==> src/design/braille_cell_encoder_assert.svh <==
// Assertion macros for the braille cell encoder RTL, included by bce_fifo.
// No dependencies; include by bare file name inside a module body.
`ifndef BRAILLE_CELL_ENCODER_ASSERT_SVH
`define BRAILLE_CELL_ENCODER_ASSERT_SVH

// Same-cycle implication, checked out of reset
`define BCE_ASSERT_IMPL(label, clk, rst_n, ante, cons, msg) \
  label: assert property (@(posedge clk) disable iff (!rst_n) (ante) |-> (cons)) \
    else $error(msg);

// Next-cycle implication, checked out of reset
`define BCE_ASSERT_NEXT(label, clk, rst_n, ante, cons, msg) \
  label: assert property (@(posedge clk) disable iff (!rst_n) (ante) |=> (cons)) \
    else $error(msg);

`endif

==> src/design/bce_pkg.sv <==
// Package for the braille cell encoder: constants, queue entry and status types.
// No dependencies; imported by every module of the block.
`timescale 1ns / 1ps

package bce_pkg;

  localparam int unsigned NumPix = 8;

  typedef logic [23:0] pixel_t;
  typedef logic [7:0]  luma_t;

  // Luma weights, scaled by 1000
  localparam logic [17:0] LumaR = 18'd213;
  localparam logic [17:0] LumaG = 18'd715;
  localparam logic [17:0] LumaB = 18'd72;

  // Divide by 1000 as multiply by ceil(2^28 / 1000), exact for sums up to 255000
  localparam int unsigned   LumaShift = 28;
  localparam int unsigned   ProdW     = 37;
  localparam logic [18:0]   LumaRecip = 19'd268436;

  localparam logic [7:0] FloorReset   = 8'd25;
  localparam logic [7:0] GlyphMidBase = 8'hA0;
  localparam logic [7:0] GlyphLowBase = 8'h80;
  localparam logic [5:0] GlyphLowMask = 6'h3F;

  // Bit of the dot pattern that each pixel drives (Unicode dot order)
  localparam logic [2:0] DotPos [NumPix] = '{3'd0, 3'd3, 3'd1, 3'd4,
                                             3'd2, 3'd5, 3'd6, 3'd7};

  // Queue between classifier and output stage
  localparam int unsigned QDepth = 4;
  localparam int unsigned QPtrW  = 2;
  localparam int unsigned QCntW  = 3;

  typedef struct packed {
    logic [7:0] dot_pattern;
    pixel_t     fore;
    pixel_t     back;
    logic       end_of_row;
  } q_entry_t;

  typedef struct packed {
    logic empty;
    logic full;
  } q_status_t;

endpackage

==> src/design/braille_cell_encoder.sv <==
// Top level of the braille cell encoder: config register, front pipeline, queue, output.
// Depends on bce_pkg, bce_front, bce_fifo and bce_back.
//
//  channel | handshake              | payload
//  --------+------------------------+---------------------------------------------
//  in      | in_valid_i / in_ready_o | pixel_0_i..pixel_7_i, valid_mask_i, end_of_row_i
//  out     | out_valid_o / out_ready_i | dot_pattern_o, glyph bytes, colours, flags
//  cfg     | cfg_valid_i / cfg_ready_o | cfg_data_i (contrast floor)
//
// One cell per clock while the output is not stalled; a cell passes through the four front
// stages (the first loads at the accepting edge), the queue write and the output load
// before it reaches the output register.
// Reset clears the queue and row colours (black) and sets the contrast floor to 25.
// A stalled output fills the four-entry queue; the front then holds and drops ready.
`timescale 1ns / 1ps

module braille_cell_encoder (
  input  logic                clk_i,
  input  logic                rst_ni,
  input  logic                in_valid_i,
  output logic                in_ready_o,
  input  logic [23:0]         pixel_0_i,
  input  logic [23:0]         pixel_1_i,
  input  logic [23:0]         pixel_2_i,
  input  logic [23:0]         pixel_3_i,
  input  logic [23:0]         pixel_4_i,
  input  logic [23:0]         pixel_5_i,
  input  logic [23:0]         pixel_6_i,
  input  logic [23:0]         pixel_7_i,
  input  logic [7:0]          valid_mask_i,
  input  logic                end_of_row_i,
  output logic                out_valid_o,
  input  logic                out_ready_i,
  output logic [7:0]          dot_pattern_o,
  output logic [7:0]          glyph_mid_byte_o,
  output logic [7:0]          glyph_low_byte_o,
  output logic [23:0]         fore_color_o,
  output logic [23:0]         back_color_o,
  output logic                fore_changed_o,
  output logic                back_changed_o,
  output logic                row_done_o,
  input  logic                cfg_valid_i,
  output logic                cfg_ready_o,
  input  logic [7:0]          cfg_data_i
);
  import bce_pkg::*;

  logic [7:0] floor_q;
  pixel_t     pix [NumPix];
  logic       push, pop;
  q_entry_t   push_data, pop_data;
  q_status_t  q_status;

  // Hold the contrast floor
  assign cfg_ready_o = 1'b1;
  always_ff @(posedge clk_i or negedge rst_ni) begin
    if (!rst_ni) begin
      floor_q <= FloorReset;
    end else if (cfg_valid_i && cfg_ready_o) begin
      floor_q <= cfg_data_i;
    end
  end

  assign pix[0] = pixel_0_i;
  assign pix[1] = pixel_1_i;
  assign pix[2] = pixel_2_i;
  assign pix[3] = pixel_3_i;
  assign pix[4] = pixel_4_i;
  assign pix[5] = pixel_5_i;
  assign pix[6] = pixel_6_i;
  assign pix[7] = pixel_7_i;

  bce_front u_front (
    .clk_i       (clk_i),
    .rst_ni      (rst_ni),
    .in_valid_i  (in_valid_i),
    .in_ready_o  (in_ready_o),
    .pix_i       (pix),
    .mask_i      (valid_mask_i),
    .eor_i       (end_of_row_i),
    .floor_i     (floor_q),
    .q_full_i    (q_status.full),
    .push_o      (push),
    .push_data_o (push_data)
  );

  bce_fifo u_fifo (
    .clk_i       (clk_i),
    .rst_ni      (rst_ni),
    .push_i      (push),
    .push_data_i (push_data),
    .pop_i       (pop),
    .pop_data_o  (pop_data),
    .status_o    (q_status)
  );

  bce_back u_back (
    .clk_i            (clk_i),
    .rst_ni           (rst_ni),
    .q_status_i       (q_status),
    .q_data_i         (pop_data),
    .pop_o            (pop),
    .out_valid_o      (out_valid_o),
    .out_ready_i      (out_ready_i),
    .dot_pattern_o    (dot_pattern_o),
    .glyph_mid_byte_o (glyph_mid_byte_o),
    .glyph_low_byte_o (glyph_low_byte_o),
    .fore_color_o     (fore_color_o),
    .back_color_o     (back_color_o),
    .fore_changed_o   (fore_changed_o),
    .back_changed_o   (back_changed_o),
    .row_done_o       (row_done_o)
  );

endmodule

==> src/design/bce_fifo.sv <==
// Short queue of classified cells between the front pipeline and the output stage.
// Depends on bce_pkg and braille_cell_encoder_assert.svh.
`timescale 1ns / 1ps

module bce_fifo (
  input  logic               clk_i,
  input  logic               rst_ni,
  input  logic               push_i,
  input  bce_pkg::q_entry_t  push_data_i,
  input  logic               pop_i,
  output bce_pkg::q_entry_t  pop_data_o,
  output bce_pkg::q_status_t status_o
);
  import bce_pkg::*;
  `include "braille_cell_encoder_assert.svh"

  q_entry_t         mem_q [QDepth];
  logic [QPtrW-1:0] wr_ptr_q, rd_ptr_q;
  logic [QCntW-1:0] count_q, count_d;

  // Write the entry store
  always_ff @(posedge clk_i) begin
    if (push_i) begin
      mem_q[wr_ptr_q] <= push_data_i;
    end
  end

  assign pop_data_o = mem_q[rd_ptr_q];

  // Track fill level
  always_comb begin
    count_d = count_q;
    if (push_i && !pop_i) begin
      count_d = count_q + QCntW'(1);
    end else if (pop_i && !push_i) begin
      count_d = count_q - QCntW'(1);
    end
  end

  // Advance pointers
  always_ff @(posedge clk_i or negedge rst_ni) begin
    if (!rst_ni) begin
      wr_ptr_q <= '0;
      rd_ptr_q <= '0;
      count_q  <= '0;
    end else begin
      if (push_i) wr_ptr_q <= wr_ptr_q + QPtrW'(1);
      if (pop_i)  rd_ptr_q <= rd_ptr_q + QPtrW'(1);
      count_q <= count_d;
    end
  end

  assign status_o.empty = (count_q == '0);
  assign status_o.full  = (count_q == QCntW'(QDepth));

  `BCE_ASSERT_IMPL(a_no_overfill, clk_i, rst_ni, 1'b1, count_q <= QCntW'(QDepth), "queue overfilled")
  `BCE_ASSERT_IMPL(a_no_pop_empty, clk_i, rst_ni, pop_i, count_q != '0, "pop from empty queue")
  `BCE_ASSERT_IMPL(a_no_push_full, clk_i, rst_ni, push_i, count_q != QCntW'(QDepth), "push into full queue")
  `BCE_ASSERT_NEXT(a_pop_drains, clk_i, rst_ni, pop_i && !push_i, count_q == $past(count_q) - QCntW'(1), "pop did not drain")

endmodule

==> src/design/bce_front.sv <==
// Front pipeline: luma per pixel, darkest/brightest search, dot classification.
// Depends on bce_pkg; feeds bce_fifo.
`timescale 1ns / 1ps

module bce_front (
  input  logic               clk_i,
  input  logic               rst_ni,
  input  logic               in_valid_i,
  output logic               in_ready_o,
  input  bce_pkg::pixel_t    pix_i [bce_pkg::NumPix],
  input  logic [7:0]         mask_i,
  input  logic               eor_i,
  input  logic [7:0]         floor_i,
  input  logic               q_full_i,
  output logic               push_o,
  output bce_pkg::q_entry_t  push_data_o
);
  import bce_pkg::*;

  typedef struct packed {
    logic   v;
    luma_t  l;
    pixel_t px;
  } cand_t;

  // Keep the earlier candidate unless the later one is strictly darker
  function automatic cand_t pick_min(input cand_t a, input cand_t b);
    cand_t r;
    r = a;
    if (!a.v || (b.v && (b.l < a.l))) r = b;
    return r;
  endfunction

  // Keep the earlier candidate unless the later one is strictly brighter
  function automatic cand_t pick_max(input cand_t a, input cand_t b);
    cand_t r;
    r = a;
    if (!a.v || (b.v && (b.l > a.l))) r = b;
    return r;
  endfunction

  logic adv;

  logic        a_v_q;
  logic [17:0] a_sum_q [NumPix];
  pixel_t      a_px_q  [NumPix];
  logic [7:0]  a_mask_q;
  logic        a_eor_q;

  logic        b_v_q;
  luma_t       b_luma_q [NumPix];
  pixel_t      b_px_q   [NumPix];
  logic [7:0]  b_mask_q;
  logic        b_eor_q;

  logic        c_v_q;
  luma_t       c_luma_q [NumPix];
  logic [7:0]  c_mask_q;
  logic        c_any_q;
  luma_t       c_min_q, c_max_q;
  pixel_t      c_dark_q, c_bright_q;
  logic        c_eor_q;

  logic        d_v_q;
  q_entry_t    d_entry_q;

  logic [17:0]      sum_d  [NumPix];
  logic [ProdW-1:0] prod_d [NumPix];
  luma_t            luma_d [NumPix];
  cand_t            leaf [NumPix];
  cand_t            mn1 [4], mx1 [4];
  cand_t            mn2 [2], mx2 [2];
  cand_t            mn3, mx3;
  luma_t            spread, mid;
  logic             draw;
  logic [7:0]       pattern;
  q_entry_t         entry_d;

  // Hold every stage while the last one cannot push
  assign adv        = !d_v_q || !q_full_i;
  assign in_ready_o = adv;
  assign push_o     = d_v_q && !q_full_i;
  assign push_data_o = d_entry_q;

  // Weighted channel sum per pixel
  always_comb begin
    for (int k = 0; k < NumPix; k++) begin
      sum_d[k] = 18'(pix_i[k][23:16]) * LumaR
               + 18'(pix_i[k][15:8])  * LumaG
               + 18'(pix_i[k][7:0])   * LumaB;
    end
  end

  // Scale by the reciprocal of 1000
  always_comb begin
    for (int k = 0; k < NumPix; k++) begin
      prod_d[k] = ProdW'(a_sum_q[k]) * ProdW'(LumaRecip);
      luma_d[k] = prod_d[k][LumaShift+7:LumaShift];
    end
  end

  // Darkest and brightest search as a three-level tree, left wins ties
  always_comb begin
    for (int k = 0; k < NumPix; k++) begin
      leaf[k].v  = b_mask_q[k];
      leaf[k].l  = b_mask_q[k] ? b_luma_q[k] : '0;
      leaf[k].px = b_mask_q[k] ? b_px_q[k]   : '0;
    end
    for (int i = 0; i < 4; i++) begin
      mn1[i] = pick_min(leaf[2*i], leaf[2*i+1]);
      mx1[i] = pick_max(leaf[2*i], leaf[2*i+1]);
    end
    for (int j = 0; j < 2; j++) begin
      mn2[j] = pick_min(mn1[2*j], mn1[2*j+1]);
      mx2[j] = pick_max(mx1[2*j], mx1[2*j+1]);
    end
    mn3 = pick_min(mn2[0], mn2[1]);
    mx3 = pick_max(mx2[0], mx2[1]);
  end

  // Contrast test and dot thresholding
  always_comb begin
    spread  = c_max_q - c_min_q;
    mid     = 8'((9'(c_min_q) + 9'(c_max_q)) >> 1);
    draw    = c_any_q && (spread > floor_i);
    pattern = '0;
    for (int k = 0; k < NumPix; k++) begin
      pattern[DotPos[k]] = draw && c_mask_q[k] && (c_luma_q[k] > mid);
    end
    entry_d.dot_pattern = pattern;
    entry_d.fore        = draw ? c_bright_q : c_dark_q;
    entry_d.back        = c_dark_q;
    entry_d.end_of_row  = c_eor_q;
  end

  // Stage valid bits
  always_ff @(posedge clk_i or negedge rst_ni) begin
    if (!rst_ni) begin
      a_v_q <= 1'b0;
      b_v_q <= 1'b0;
      c_v_q <= 1'b0;
      d_v_q <= 1'b0;
    end else if (adv) begin
      a_v_q <= in_valid_i;
      b_v_q <= a_v_q;
      c_v_q <= b_v_q;
      d_v_q <= c_v_q;
    end
  end

  // Stage payloads
  always_ff @(posedge clk_i) begin
    if (adv) begin
      for (int k = 0; k < NumPix; k++) begin
        a_sum_q[k]  <= sum_d[k];
        a_px_q[k]   <= pix_i[k];
        b_luma_q[k] <= luma_d[k];
        b_px_q[k]   <= a_px_q[k];
        c_luma_q[k] <= b_luma_q[k];
      end
      a_mask_q   <= mask_i;
      a_eor_q    <= eor_i;
      b_mask_q   <= a_mask_q;
      b_eor_q    <= a_eor_q;
      c_mask_q   <= b_mask_q;
      c_eor_q    <= b_eor_q;
      c_any_q    <= mn3.v;
      c_min_q    <= mn3.l;
      c_max_q    <= mx3.l;
      c_dark_q   <= mn3.px;
      c_bright_q <= mx3.px;
      d_entry_q  <= entry_d;
    end
  end

endmodule

==> src/design/bce_back.sv <==
// Output stage: previous-colour compare, row state, glyph bytes, output register.
// Depends on bce_pkg; drains bce_fifo.
`timescale 1ns / 1ps

module bce_back (
  input  logic               clk_i,
  input  logic               rst_ni,
  input  bce_pkg::q_status_t q_status_i,
  input  bce_pkg::q_entry_t  q_data_i,
  output logic               pop_o,
  output logic               out_valid_o,
  input  logic               out_ready_i,
  output logic [7:0]         dot_pattern_o,
  output logic [7:0]         glyph_mid_byte_o,
  output logic [7:0]         glyph_low_byte_o,
  output bce_pkg::pixel_t    fore_color_o,
  output bce_pkg::pixel_t    back_color_o,
  output logic               fore_changed_o,
  output logic               back_changed_o,
  output logic               row_done_o
);
  import bce_pkg::*;

  logic       out_valid_q;
  pixel_t     last_fore_q, last_back_q;
  logic [7:0] pat_q, mid_q, low_q;
  pixel_t     fore_q, back_q;
  logic       fore_chg_q, back_chg_q, row_done_q;

  // Take a queue entry when the output register is free or being emptied
  assign pop_o = !q_status_i.empty && (!out_valid_q || out_ready_i);

  // Output valid and previous colours of the row
  always_ff @(posedge clk_i or negedge rst_ni) begin
    if (!rst_ni) begin
      out_valid_q <= 1'b0;
      last_fore_q <= '0;
      last_back_q <= '0;
    end else begin
      if (pop_o) begin
        out_valid_q <= 1'b1;
        last_fore_q <= q_data_i.end_of_row ? '0 : q_data_i.fore;
        last_back_q <= q_data_i.end_of_row ? '0 : q_data_i.back;
      end else if (out_ready_i) begin
        out_valid_q <= 1'b0;
      end
    end
  end

  // Load the result transaction
  always_ff @(posedge clk_i) begin
    if (pop_o) begin
      pat_q      <= q_data_i.dot_pattern;
      mid_q      <= GlyphMidBase + {6'b0, q_data_i.dot_pattern[7:6]};
      low_q      <= GlyphLowBase + {2'b0, q_data_i.dot_pattern[5:0] & GlyphLowMask};
      fore_q     <= q_data_i.fore;
      back_q     <= q_data_i.back;
      fore_chg_q <= (q_data_i.fore != last_fore_q);
      back_chg_q <= (q_data_i.back != last_back_q);
      row_done_q <= q_data_i.end_of_row;
    end
  end

  assign out_valid_o      = out_valid_q;
  assign dot_pattern_o    = pat_q;
  assign glyph_mid_byte_o = mid_q;
  assign glyph_low_byte_o = low_q;
  assign fore_color_o     = fore_q;
  assign back_color_o     = back_q;
  assign fore_changed_o   = fore_chg_q;
  assign back_changed_o   = back_chg_q;
  assign row_done_o       = row_done_q;

endmodule

==> config.mk <==
export PLATFORM = sky130hd
export DESIGN_NAME = braille_cell_encoder
export DESIGN_NICKNAME = d
export VERILOG_FILES = /design/src/design/bce_pkg.sv /design/src/design/braille_cell_encoder.sv /design/src/design/bce_fifo.sv /design/src/design/bce_front.sv /design/src/design/bce_back.sv
export VERILOG_INCLUDE_DIRS = /design/src /design/src/design
export SDC_FILE = /design/constraint.sdc
export NUM_CORES = 2
export LEC_CHECK = 0
export ABC_CLOCK_PERIOD_IN_PS = 24100
export CAP_MARGIN = 15
export CORE_MARGIN = 1
export CORE_UTILIZATION = 40
export DETAILED_ROUTE_END_ITERATION = 12
export DONT_BUFFER_PORTS = 1
export GPL_ROUTABILITY_DRIVEN = 0
export PLACE_DENSITY = 0.62
export SLEW_MARGIN = 20
export SYNTH_ARGS = -nofsm -noshare
export SYNTH_HDL_FRONTEND = slang
export SYNTH_HIERARCHICAL = 1
export SYNTH_SLANG_ARGS = --single-unit
==> constraint.sdc <==
create_clock -name clk_i -period 24.1 [get_ports clk_i]
set_input_delay 7.23 -clock clk_i [delete_from_list [all_inputs] [get_ports clk_i]]
set_output_delay 7.23 -clock clk_i [all_outputs]
set_load 0.02 [all_outputs]
---- After elaboration in Yosys (flattened, before gate mapping) ----
Memories as Yosys holds them, arrays and structs flattened.
Cells that the tools add are included.
Widths: inputs -> output; s select.
storage, ports and cells
  memory bits (writable) .................. 884
  register bits ........................... 292
  output and inout port bits .............. 78
  memories kept ........................... 6
  bits of input ports ..................... 214
operators by class
  magnitude comparators ................... 23
  reduce and logical (&&, ||, !) cells .... 70
  muxes and demuxes ....................... 41
  $add $sub $neg .......................... 24
  eq/ne operators ......................... 3
  multiply operators ...................... 32
memories
  name              depth  bits a word  read ports  clocked after Yosys merged registers in  wr ports  RTL line         RTL
  u_fifo.mem_q      4      57           1           0                                        1         bce_fifo.sv:17   q_entry_t mem_q [QDepth];
  u_front.a_px_q    8      24           8           0                                        8         bce_front.sv:46  pixel_t a_px_q [NumPix];
  u_front.b_px_q    8      24           8           0                                        8         bce_front.sv:52  pixel_t b_px_q [NumPix];
  u_front.a_sum_q   8      18           8           0                                        8         bce_front.sv:45  logic [17:0] a_sum_q [NumPix];
  u_front.b_luma_q  8      8            8           0                                        8         bce_front.sv:51  luma_t b_luma_q [NumPix];
  u_front.c_luma_q  8      8            8           0                                        8         bce_front.sv:57  luma_t c_luma_q [NumPix];
operators with widths
  operator                number
  $mux 33                 13
  $mul 18x17->34 const B  8
  $mux 24                 11
  $add 16x18->18          8
  $add 18x15->18          8
  $mul 8x10->18 const B   8
  $gt 8x8->1              16
  $mul 8x8->16 const B    8
  $mul 8x4->12 const B    8
  $mux 8                  8
  $lt 8x8->1              7
  $ne 24x24->1            2
  $logic_and 1x1->1       35
  $mux 32                 1
  $logic_not 1->1         16
  $logic_or 1x1->1        16
  $add 8x8->9             1
  $add 8x2->8 const A     1
  $add 8x6->8 const A     1
  $sub 8x8->8             1
  $mux 1                  6
  $mux 3                  2
  $add 2x1->2 const B     2
  $reduce_bool 2->1       2
  other kinds (4)         4

---- Longest topological paths before layout ----
An unclocked memory read counts as a cell.
  word-level depth ........................ 14
  depth in mapped cells ................... 37
  mapped depth without buffers ............ 31

---- Hierarchy ----
The synthesis kept the hierarchy.
by module, submodules not included
  module                instances  cells an instance  area an instance (sq um)
  bce_front             1          7982               89195.5
  bce_fifo              1          332                8628.3
  bce_back              1          353                4485.6
  braille_cell_encoder  1          19                 346.6

---- Least setup slack after synthesis ----
Ideal clock, no wire load.
  path type ............................... register to output
  start point ............................. register u_front.d_v_q
  end point ............................... output port in_ready_o
  setup slack ............................. -871 ps
  arrival ................................. 17741 ps
  stages on the path, launching flop included .. 2
  required time ........................... 16870 ps
  cell sequence ........................... dfrtp_1 nand2_1
on the way
  longest elaborated chain between the ends .. 2
ends and longest elaborated chain
  item                      RTL line                    RTL
  start: declaration        bce_front.sv:64             logic d_v_q;
  start signal: assignment  bce_front.sv:147            d_v_q <= c_v_q;
  $logic_not 1->1           bce_front.sv:80             assign adv = !d_v_q || !q_full_i;
  $logic_or 1x1->1          bce_front.sv:80
  end: declaration          braille_cell_encoder.sv:21  output logic in_ready_o,
No other way between the ends.

==> impl_metrics.csv <==
group,metric,value,unit
critical_path,cp-start-kind,"input port",
timing,final-hold-violation-count,0,
critical_path,slowest_stage,"o41ai_1",
critical_path,cpPeakStageDelay,550,ps
cts,postCtsSetupBuffers,0,
placed_design,portBuffers,0,
grt,antenna_found_initial,14,
routing,vias,62680,
cts,cts_root_buffer,"clkbuf_16",
die,die-area,258700,µm²
critical_path,critPathKind,"input port to flip-flop",
timing,max_freq,86.43,MHz
critical_path,critPathCaptureType,"flip-flop",
timing,setup_viol,0,
routing,drt_iter0_drc,4361,
yosys,synth_cell_types,93,
routing,via_per_inst,5.140,
flow_run,maxCapViolCount,0,
critical_path,path_buf_inv,4,
die,initial_core_util,0.4032,
timing,slew_headroom,0.2719,
cts,clockBufferDepth,3,
grt,grt_pass1_wl,387300,µm
grt,grt_pass1_vias,66110,
grt,overflow,0,
yosys,yosysSeqAreaShare,0.3360,
timing,max_slew.worst_pin.slew,1092,ps
die,die_w,508.6,µm
routing,antenna_left,0,
critical_path,crit_family,"adder cells",
min_path,hp-class,"flip-flop to flip-flop",
critical_path,required,24650,ps
timing,clock_skew,62.70,ps
timing,rsz0062_at_grt,"false",
final_layout,final_util,0.4361,
yosys,synth_area,102700,µm²
routing,wire_per_inst,20.59,µm
final_layout,nets,11850,
final_layout,layout_common_cells,"2031 x ha_1, 1829 x inv_1, 1092 x edfxtp_1",
final_layout,layout_commonest_cell,"ha_1",
status,status,"complete, no violations",
routing,dr.pass1.iters,6,
critical_path,cp_common_cell,"fa_1",
die,io_pins,292,
placed_design,dp_hpwl,202900,µm
timing,min_period,11570,ps
critical_path,cp_data_arrival_time,12120,ps
timing,finalSetupTns,0,ps
cts,insertion_delay,820,ps
cts,htreeDepth,4,
yosys,ys_seq_elements,1160,
cts,numCtsBuffers,133,
timing,finalCritPeriodShare,0.4801,
grt,grt.total_usage,0.1980,
cts,cts_tree,"done",
critical_path,path_max_fanout,6,
critical_path,cp_cell_sequence,"inv_1, ha_1, fa_1, inv_1, fa_1, inv_1, fa_1, fa_1, fa_1, inv_1, ha_1, nor3_1, o21a_1, nor3_1, a41o_1, o41ai_1, o2111ai_1, a21oi_1, xnor2_1",
cts,ctsHoldBuffers,0,
cts,clk_pin_slew,60,ps
yosys,synthArstFlopShare,0.05862,
cts,postCtsResizedCells,0,
routing,route.detailed.drc,0,
yosys,synth_cells,8686,
timing,finalMaxSlewViolations,0,
yosys,synth_edf_count,1092,
final_layout,final_layout_size_suffix_gt1_frac,0.04740,
die,die_h,508.6,µm
yosys,ys_warn_count,6,
final_layout,syn_to_final_growth,8.155,%
die,row_count,185,
routing,wl,251000,µm
grt,grt_start_max_net_pins,168,
yosys,postSynthAreaPerCell,11.82,µm²
cts,cts.sinks,1160,
die,core,254600,µm²
yosys,synth_ff_type,"edfxtp_1",
==> synth_stat cells (11+ instances only) <==
| master | number | share of area |
|---|---|---|
| a2111oi_0 | 13 | 0.0011 |
| a211o_1 | 17 | 0.0015 |
| a211oi_1 | 23 | 0.0017 |
| a21o_1 | 84 | 0.0061 |
| a21oi_1 | 273 | 0.013 |
| a31oi_1 | 23 | 0.0014 |
| and2_1 | 25 | 0.0015 |
| and3_1 | 33 | 0.0020 |
| and4_1 | 16 | 0.0014 |
| buf_2 | 31 | 0.0015 |
| buf_4 | 32 | 0.0023 |
| clkbuf_1 | 68 | 0.0025 |
| dfrtp_1 | 65 | 0.016 |
| edfxtp_1 | 1092 | 0.32 |
| fa_1 | 896 | 0.17 |
| ha_1 | 2031 | 0.25 |
| inv_1 | 1829 | 0.067 |
| mux2_1 | 11 | 0.0012 |
| mux2_2 | 56 | 0.0061 |
| mux2i_1 | 119 | 0.012 |
| mux4_2 | 57 | 0.013 |
| nand2_1 | 483 | 0.018 |
| nand2b_1 | 19 | 0.0012 |
| nand3_1 | 91 | 0.0044 |
| nand3b_1 | 51 | 0.0037 |
| nand4_1 | 47 | 0.0029 |
| nor2_1 | 208 | 0.0076 |
| nor2b_1 | 28 | 0.0017 |
| nor3_1 | 65 | 0.0032 |
| nor4_1 | 16 | 0.00098 |
| o211ai_1 | 65 | 0.0048 |
| o21a_1 | 65 | 0.0048 |
| o21ai_0 | 246 | 0.012 |
| o21bai_1 | 42 | 0.0031 |
| or2_2 | 18 | 0.0011 |
| or3_1 | 25 | 0.0015 |
| xnor2_1 | 198 | 0.017 |
| xor2_1 | 76 | 0.0065 |
==> final cells by class <==
cell class | instances | area, µm²
diodes | 8 | 20.02
fillers | 23340 | 143600
clock inverters | 84 | 1054
multi-input cells | 5550 | 60610
clock buffers | 161 | 3473
inverters | 1830 | 6872
repair buffers | 34 | 280.3
well taps | 3366 | 4212
flip-flops and latches | 1160 | 34500
==> metrics by stage <==
step	setup WS, ps	instances	instance area (µm²)	hold slack [ps]
after floorplan	6859	8692	102700	400.3
after global placement	11660	11940	106500	401.9
after detailed placement	11690	11940	106500	404.5
after CTS	12560	12190	111000	383.5
after global routing	12260	12190	111000	398.6
final	12530	12190	111000	388.2
==> final timing paths <==
kind	startpoint	end	slack [ps]	cells past startpoint
max	pixel_3_i[14]	u_front/a_sum_q[0][71]	12530	19
min	u_front/a_px_q[0][46]	u_front/b_px_q[0][46]	390	0
max reg2reg	u_front/b_mask_q[5]	u_front/c_min_q[3]	16210	24
min reg2reg	u_front/a_px_q[0][46]	u_front/b_px_q[0][46]	390	0
max in group asynchronous	rst_ni	floor_q[0]	17760	0
min in group asynchronous	rst_ni	u_back/last_back_q[6]	6120	0
==> kinds of logic after synthesis <==
kind of cell	count (synthesis)	synth area share
AOI/OAI and AO/OA	946	0.05808
xor gates and xnor gates	274	0.02338
adders and majority gates	2928	0.4224
buffers and inverters	1982	0.07514
DFF	1160	0.3360
muxes	251	0.03263
other	3	0.0001097
and+or+nand+nor	1142	0.05224
==> routing by layer <==
metal  track usage  vias up  part of all wire
li1              -    29540                 -
met4       0.09422        6             0.051
met2        0.3082     1572              0.44
met3       0.03315      366             0.060
met5             0        -           0.00018
met1        0.2683    31200              0.45
==> flip-flops by register name (all words and copies together), names as in the netlist, 57 cells and up <==
register / cells
u_fifo/mem_q: 228
u_front/a_px_q: 192
u_front/a_sum_q: 144
u_front/b_luma_q: 64
u_front/b_px_q: 192
u_front/c_luma_q: 64
u_front/push_data_o: 57
Power is not shown: default switching activity piles up to over one toggle a cycle in this logic, so the estimate is an artifact.
